File: src/hw/rtl/voxel_face_culling_mesher_unit_assert.svh
// Assertion macros shared by the mesher RTL.
// Uses clk_i and rst_ni of the including module for the default form.
`ifndef VOXEL_FACE_CULLING_MESHER_UNIT_ASSERT_SVH
`define VOXEL_FACE_CULLING_MESHER_UNIT_ASSERT_SVH

// check prop on every rising edge of clk, off while rst_n is low
`define VFM_ASSERT_CLK(label, clk, rst_n, prop) \
  label: assert property (@(posedge clk) disable iff (!rst_n) prop) \
    else $error("mesher assertion failed");

// default clock and reset of the module
`define VFM_ASSERT(label, prop) `VFM_ASSERT_CLK(label, clk_i, rst_ni, prop)

`endif

File: src/hw/rtl/vfm_pkg.sv
// Shared types and constants of the voxel face culling mesher.
// No dependencies.
package vfm_pkg;

  localparam int EDGE_DEF       = 16;
  localparam int ATLAS_ROWS_DEF = 19;
  localparam int TYPE_COUNT_DEF = 256;
  localparam int FIFO_DEPTH     = 4;

  localparam logic [14:0] COUNT_MAX = 15'h7FFF;

  localparam logic [1:0] CFG_ORIGIN_X = 2'd0;
  localparam logic [1:0] CFG_ORIGIN_Y = 2'd1;
  localparam logic [1:0] CFG_ORIGIN_Z = 2'd2;

  typedef enum logic [1:0] {
    KIND_WRITE_CELL = 2'd0,
    KIND_SET_ROW    = 2'd1,
    KIND_MESH       = 2'd2,
    KIND_BEGIN      = 2'd3
  } kind_e;

  typedef enum logic [2:0] {
    FACE_POS_X = 3'd0,
    FACE_NEG_X = 3'd1,
    FACE_POS_Y = 3'd2,
    FACE_NEG_Y = 3'd3,
    FACE_POS_Z = 3'd4,
    FACE_NEG_Z = 3'd5
  } face_e;

  typedef enum logic [1:0] {
    ST_IDLE,
    ST_CENTER,
    ST_SCAN,
    ST_EMIT
  } st_e;

  typedef struct packed {
    kind_e       kind;
    logic [3:0]  x;
    logic [3:0]  y;
    logic [3:0]  z;
    logic [7:0]  block_type;
    logic [4:0]  row;
  } cmd_t;

  typedef struct packed {
    logic [16:0] base_vertex;
    logic [4:0]  row_bottom;
    logic [4:0]  row_top;
    logic [2:0]  face_index;
    logic [21:0] world_z;
    logic [21:0] world_y;
    logic [21:0] world_x;
  } face_rec_t;

endpackage

File: src/hw/rtl/vfm_cmd_fifo.sv
// Short command queue between front and back parts.
// Depends on vfm_pkg.
module vfm_cmd_fifo (
  input  logic          clk_i,
  input  logic          rst_ni,
  input  logic          push_i,
  input  vfm_pkg::cmd_t cmd_i,
  output logic          full_o,
  input  logic          pop_i,
  output vfm_pkg::cmd_t cmd_o,
  output logic          empty_o
);

  localparam int Depth = vfm_pkg::FIFO_DEPTH;
  localparam int PW    = $clog2(Depth);

  vfm_pkg::cmd_t mem_q [Depth];
  logic [PW-1:0] wr_q, wr_d, rd_q, rd_d;
  logic [PW:0]   cnt_q, cnt_d;

  assign full_o  = (cnt_q == (PW+1)'(Depth));
  assign empty_o = (cnt_q == '0);
  assign cmd_o   = mem_q[rd_q];

  always_comb begin
    wr_d  = wr_q;
    rd_d  = rd_q;
    cnt_d = cnt_q;
    if (push_i) begin
      wr_d = (wr_q == PW'(Depth - 1)) ? '0 : wr_q + 1'b1;
    end
    if (pop_i) begin
      rd_d = (rd_q == PW'(Depth - 1)) ? '0 : rd_q + 1'b1;
    end
    if (push_i && !pop_i) begin
      cnt_d = cnt_q + 1'b1;
    end else if (!push_i && pop_i) begin
      cnt_d = cnt_q - 1'b1;
    end
  end

  always_ff @(posedge clk_i or negedge rst_ni) begin
    if (!rst_ni) begin
      wr_q  <= '0;
      rd_q  <= '0;
      cnt_q <= '0;
    end else begin
      wr_q  <= wr_d;
      rd_q  <= rd_d;
      cnt_q <= cnt_d;
    end
  end

  always_ff @(posedge clk_i) begin
    if (push_i) begin
      mem_q[wr_q] <= cmd_i;
    end
  end

endmodule

File: config.mk
export PLATFORM = sky130hd
export DESIGN_NAME = vfm_cmd_fifo
export DESIGN_NICKNAME = d
export VERILOG_FILES = /design/src/hw/rtl/voxel_face_culling_mesher_unit_assert.svh /design/src/hw/rtl/vfm_pkg.sv /design/src/hw/rtl/vfm_cmd_fifo.sv
export SDC_FILE = /design/constraint.sdc
export NUM_CORES = 1
export LEC_CHECK = 0
export ABC_AREA = 0
export BUFFER_PORTS_ARGS = -buffer_cell sky130_fd_sc_hd__clkbuf_2
export CELL_PAD_IN_SITES_DETAIL_PLACEMENT = 0
export CELL_PAD_IN_SITES_GLOBAL_PLACEMENT = 1
export CORE_UTILIZATION = 53
export CTS_CLUSTER_DIAMETER = 50
export DETAILED_ROUTE_END_ITERATION = 6
export GPL_ROUTABILITY_DRIVEN = 0
export GPL_TIMING_DRIVEN = 1
export HOLD_SLACK_MARGIN = 0.08
export PLACE_DENSITY = 0.94
export SYNTH_ARGS = -nofsm -noshare
export SYNTH_HDL_FRONTEND = slang
export SYNTH_SLANG_ARGS = --single-unit
File: constraint.sdc
create_clock -name clk_i -period 5.2 [get_ports clk_i]
set_clock_uncertainty 0.05 [all_clocks]
set_input_delay 0.26 -clock clk_i [delete_from_list [all_inputs] [get_ports clk_i]]
set_output_delay 0.26 -clock clk_i [all_outputs]
set_load 0.02 [all_outputs]
=== Word-level counts from Yosys, hierarchy flattened ===
Memories as Yosys holds them, arrays and structs flattened.
Cells that the tools add are included.

* Memory bits (writable): 108
* Memories kept: 1
* Bits in registers: 7
* Word-level logic and storage cells: 23
* Output and inout port bits: 29

{| class="wikitable"
|+ Memories
! memory !! words !! width !! read ports !! clocked after Yosys merged registers in !! write ports !! RTL line !! RTL
|-
| mem_q || 4 || 27 || 1 || 0 || 1 || vfm_cmd_fifo.sv:17 || <nowiki>vfm_pkg::cmd_t mem_q [Depth];</nowiki>
|}

* Add/sub/neg operators: 4
* Reduce and logical (&&, ||, !) cells: 6
* Multiplexer cells: 6
* Equal/unequal tests: 3

{| class="wikitable"
|+ Operators with widths
! operator !! number
|-
| $mux W3 || 2
|-
| $add A2 B1 Y2 const B || 2
|-
| $eq A2 B2 Y1 const B || 2
|-
| $mux W2 || 2
|-
| $add A3 B1 Y3 const B || 1
|-
| $eq A3 B3 Y1 const B || 1
|-
| $logic_not A3 Y1 || 1
|-
| $sub A3 B1 Y3 const B || 1
|-
| $logic_and A1 B1 Y1 || 2
|-
| $logic_not A1 Y1 || 2
|-
| $mux W1 || 2
|-
| $reduce_bool A2 Y1 || 1
|}

=== Logic depth before layout (Yosys ltp) ===
* Depth in word-level cells: 4
* Mapped depth: 7
* Mapped depth without buffers: 7

=== Worst setup path before layout ===
Ideal clock, no wire load.

* Kind: register to register
* Start point: reg wr_q[0]
* End point: mem mem_q[2][0] (netlist bit) (enable)
* Path buffers: 0
* Path slack: 3.468 ns
* Arrival time: 1.296 ns
* Stages on the path, launching flop included: 4
* Setup time: 0.386 ns
* Period minus slack after synthesis: 1.732 ns
* Cell sequence: dfrtp_1 > inv_1 > ha_1 > and2_1

{| class="wikitable"
|+ RTL lines
! item !! RTL line !! RTL
|-
| from (decl) || vfm_cmd_fifo.sv:18 || <nowiki>logic [PW-1:0] wr_q, wr_d, rd_q, rd_d;</nowiki>
|-
| from (signal assigned) || vfm_cmd_fifo.sv:48 || <nowiki>wr_q <= wr_d;</nowiki>
|-
| to (decl) || vfm_cmd_fifo.sv:17 ||
|}

Straight into the memory's write port.

==> metrics.md <==
| Metric | Value |
|---|---|
| DIE HEIGHT | 92.29 um |
| Synth top area share | 75.07% |
| Top post-synthesis cells by area | edfxtp_1 (75%), mux4_2 (14%), dfrtp_1 (4.1%) |
| Post-DP Area | 4728 um^2 |
| Synthesized netlist cell count | 178 |
| Pins over their slew limit | 0 |
| Final core utilization | around three quarters |
| Die width | 92.29 um |
| WS Path Type | reg2out |
| Max Fclk | 0.3810 GHz |
| Synth Warn # | 0 |
| Syn_nets | 216 |
| Grt ovf | 0 |
| Distinct cells, synth | 20 |
| Most frequent cells in the layout | edfxtp_1 (108), clkbuf_2 (59), dlygate4sd3_1 (31), mux4_2 (26), clkbuf_16 (16) |
| Commonest non-fill, non-tap cell in the layout | edfxtp_1 |
| Worst slew pin tran | 0.9492 ns |
| Power Density | 603.1 nW/um^2 |
| Clk sink count | 115 |
| DRT iter0 DRCs | 137 |
| Status | finished, final reports clean |
| CTS tree | yes |
| DRT Pass-1 Iters | 4 |
| Detailed-placement wirelength estimate | roughly 4200 um |
| Drt wl/cell | 18.13 um |
| Core box area | around 7800 um^2 |
| Nets | 324 |
| Final setup vio count | 0 |
| CP Launch Type | flop |
| Crit path arrival time | approximately 2.3 ns |
| Hold Violations, Final | 0 |
| Switching power | 955.9 uW |
| Final total power | 3446 uW |
| Setup slack after layout | 2.575 ns |
| Port Buffer Count | 59 |
| Clock root buffer | clkbuf_8 |
| Avg Synthesized Cell Area | 24.27 um^2 |
| Crit Path Max Fanout | 30 |
| Skew-Pair Late Insertion Delay | 0.50 ns |
| TritonCTS Buffers | 17 |
| Hold Crit Class | reg2reg |
| Number of synthesized register bits | 115 |
| Finished Cell Area | 5713 um^2 |
| Row cnt | 32 |
| Vias | 2102 |
| Internal | 2490 uW |
| Setup_tns | 0 ns |
| Io pins | 60 |
| Remaining DRCs | 0 |
| First-pass GRT wire length | between 10000 and 15000 um |
| Max-cap violations | 0 |
| Largest net degree at the start of global routing | 31 |
| Mapped Area | 4320 um^2 |
| Ys flop type | edfxtp_1 |
| Initial Util | 55.34% |
| Sequential share of power | 38.5% |
| CTS resizes | 0 |
| Worst-path clk slew | 0.05 ns |
| Routed wire length | 7270 um |
| Post-synth EDFFs | 108 |
| GRT Util Overall | 19.36% |
| Vias in the first global route | roughly 2300 |
| Layout cell share with drive strength beyond 1 | 41.47% |
| Crit. End Element | output port |
| H-tree depth | 4 |
| RSZ-0062 raised after global routing | no |
| Final ANT Viol Nets | 0 |
| Post-synth ARST share | 6.087% |
| Vias per Instance | 5.242 |
| Worst EP required | 4.89 ns |
| # diodes | 0 |
| P&R area growth vs syn | 32.23% |
| Power share of the combinational group | around a quarter |
| Period utilisation layout | 50.47% |
| Post-CTS setup buffers | 0 |
| Maximum VDD drop | ~0.31 mV |
| Switching Share | 27.74% |
| Antenna violations before repair | 0 |
| Leakage | 0.002092 uW |
| Power share of the clock group | 37.9% |
| Max-slew headroom | approximately 37% |
| Largest area contributor in the netlist | edfxtp_1 |
| Die ar. | approximately 8500 um^2 |
| CTS max path bufs | 2 |
| Minimum clock period | between 2 and 3 ns |
| Sequential share of the synthesized area | 79.12% |
| Dpl ws | 3.023 ns |
final cells by class:
type | instances | area [um^2]
Fill cell | 485 | 2095
Multi-Input combinational cell | 53 | 833.3
Clock inverter | 15 | 260.3
Sequential cell | 115 | 3420
Timing Repair Buffer | 95 | 643.1
Inverter | 4 | 15.01
Clock buffer | 17 | 414.1
Tap cell | 102 | 127.6
metal layers:
| metal | up-vias | global-route usage [%] | routed length (um) |
|---|---|---|---|
| met5 | - | 0 | 0 |
| met1 | 1064 | 21.20 | 2783 |
| met2 | 66 | 34.39 | 4022 |
| li1 | 960 | - | - |
| met4 | 0 | 7.813 | 87 |
| met3 | 12 | 6.633 | 376 |
flip-flops by register name (all words and copies together), names as in the netlist:
| name | cells |
|---|---|
| mem_q | 108 |
| cnt_q | 3 |
| rd_q | 2 |
| wr_q | 2 |
worst max-delay path, stage by stage (launching register included):
cell      delay, ns
dfrtp_2        0.99
mux4_1         0.65
clkbuf_2       0.17
power by group through the flow:
| stage | logic (uW) | registers (uW) | clock network [uW] |
|---|---|---|---|
| after floorplan | 666 | 1250 | 0 |
| after global placement | 786 | 1340 | 0 |
| after detailed placement | 799 | 1350 | 0 |
| after CTS | 828 | 1340 | 1330 |
| after global routing | 870 | 1360 | 1360 |
| final | 812 | 1330 | 1310 |
path summary, 6_finish.rpt:
check | startpoint | to | slack, ns | depth (start not counted)
min in group asynchronous | rst_ni | cnt_q[2] | 0.67 | 3
hold / removal | cnt_q[2] | cnt_q[2] | 0.45 | 1
setup / recovery | rd_q[0] | cmd_o[19] | 2.58 | 2
max in group asynchronous | rst_ni | rd_q[0] | 4.15 | 3
setup reg to reg | wr_q[0] | mem_q[2][12] | 3.35 | 4
hold reg to reg | cnt_q[2] | cnt_q[2] | 0.45 | 1
stage by stage:
| step | hold WS [ns] | instances |
|---|---|---|
| 2_1_floorplan | -0.08559 | 178 |
| 3_3_place_gp | 0.05866 | 338 |
| 3_5_place_dp | 0.06360 | 338 |
| 6_report | 0.4479 | 401 |
| 5_1_grt | 0.4549 | 401 |
| 4_1_cts | 0.4383 | 401 |
logic make-up after synthesis:
logic type	synth area share (%)
mux	14.94
fa+ha+maj	2.201
compound gates	0.2317
xor+xnor	0.6083
simple gates	1.303
flops	79.12
buf+inv	1.593
cell usage after synthesis (all sizes together) (2+ instances only):
cell type	instances
nor2	3
mux2	3
and2	4
nand2	2
xor2	2
ha	6
o21ai	2
dfrtp	7
inv	4
mux4	27
edfxtp	108
buf	6
timing repair:
| action | in CTS | in global routing |
|---|---|---|
| hold buffers | 31 | 0 |
| endpoints found under the hold margin | 119 | 0 |
| endpoints found under the setup margin | 0 | 0 |
Power figures use the tool's default switching activity.
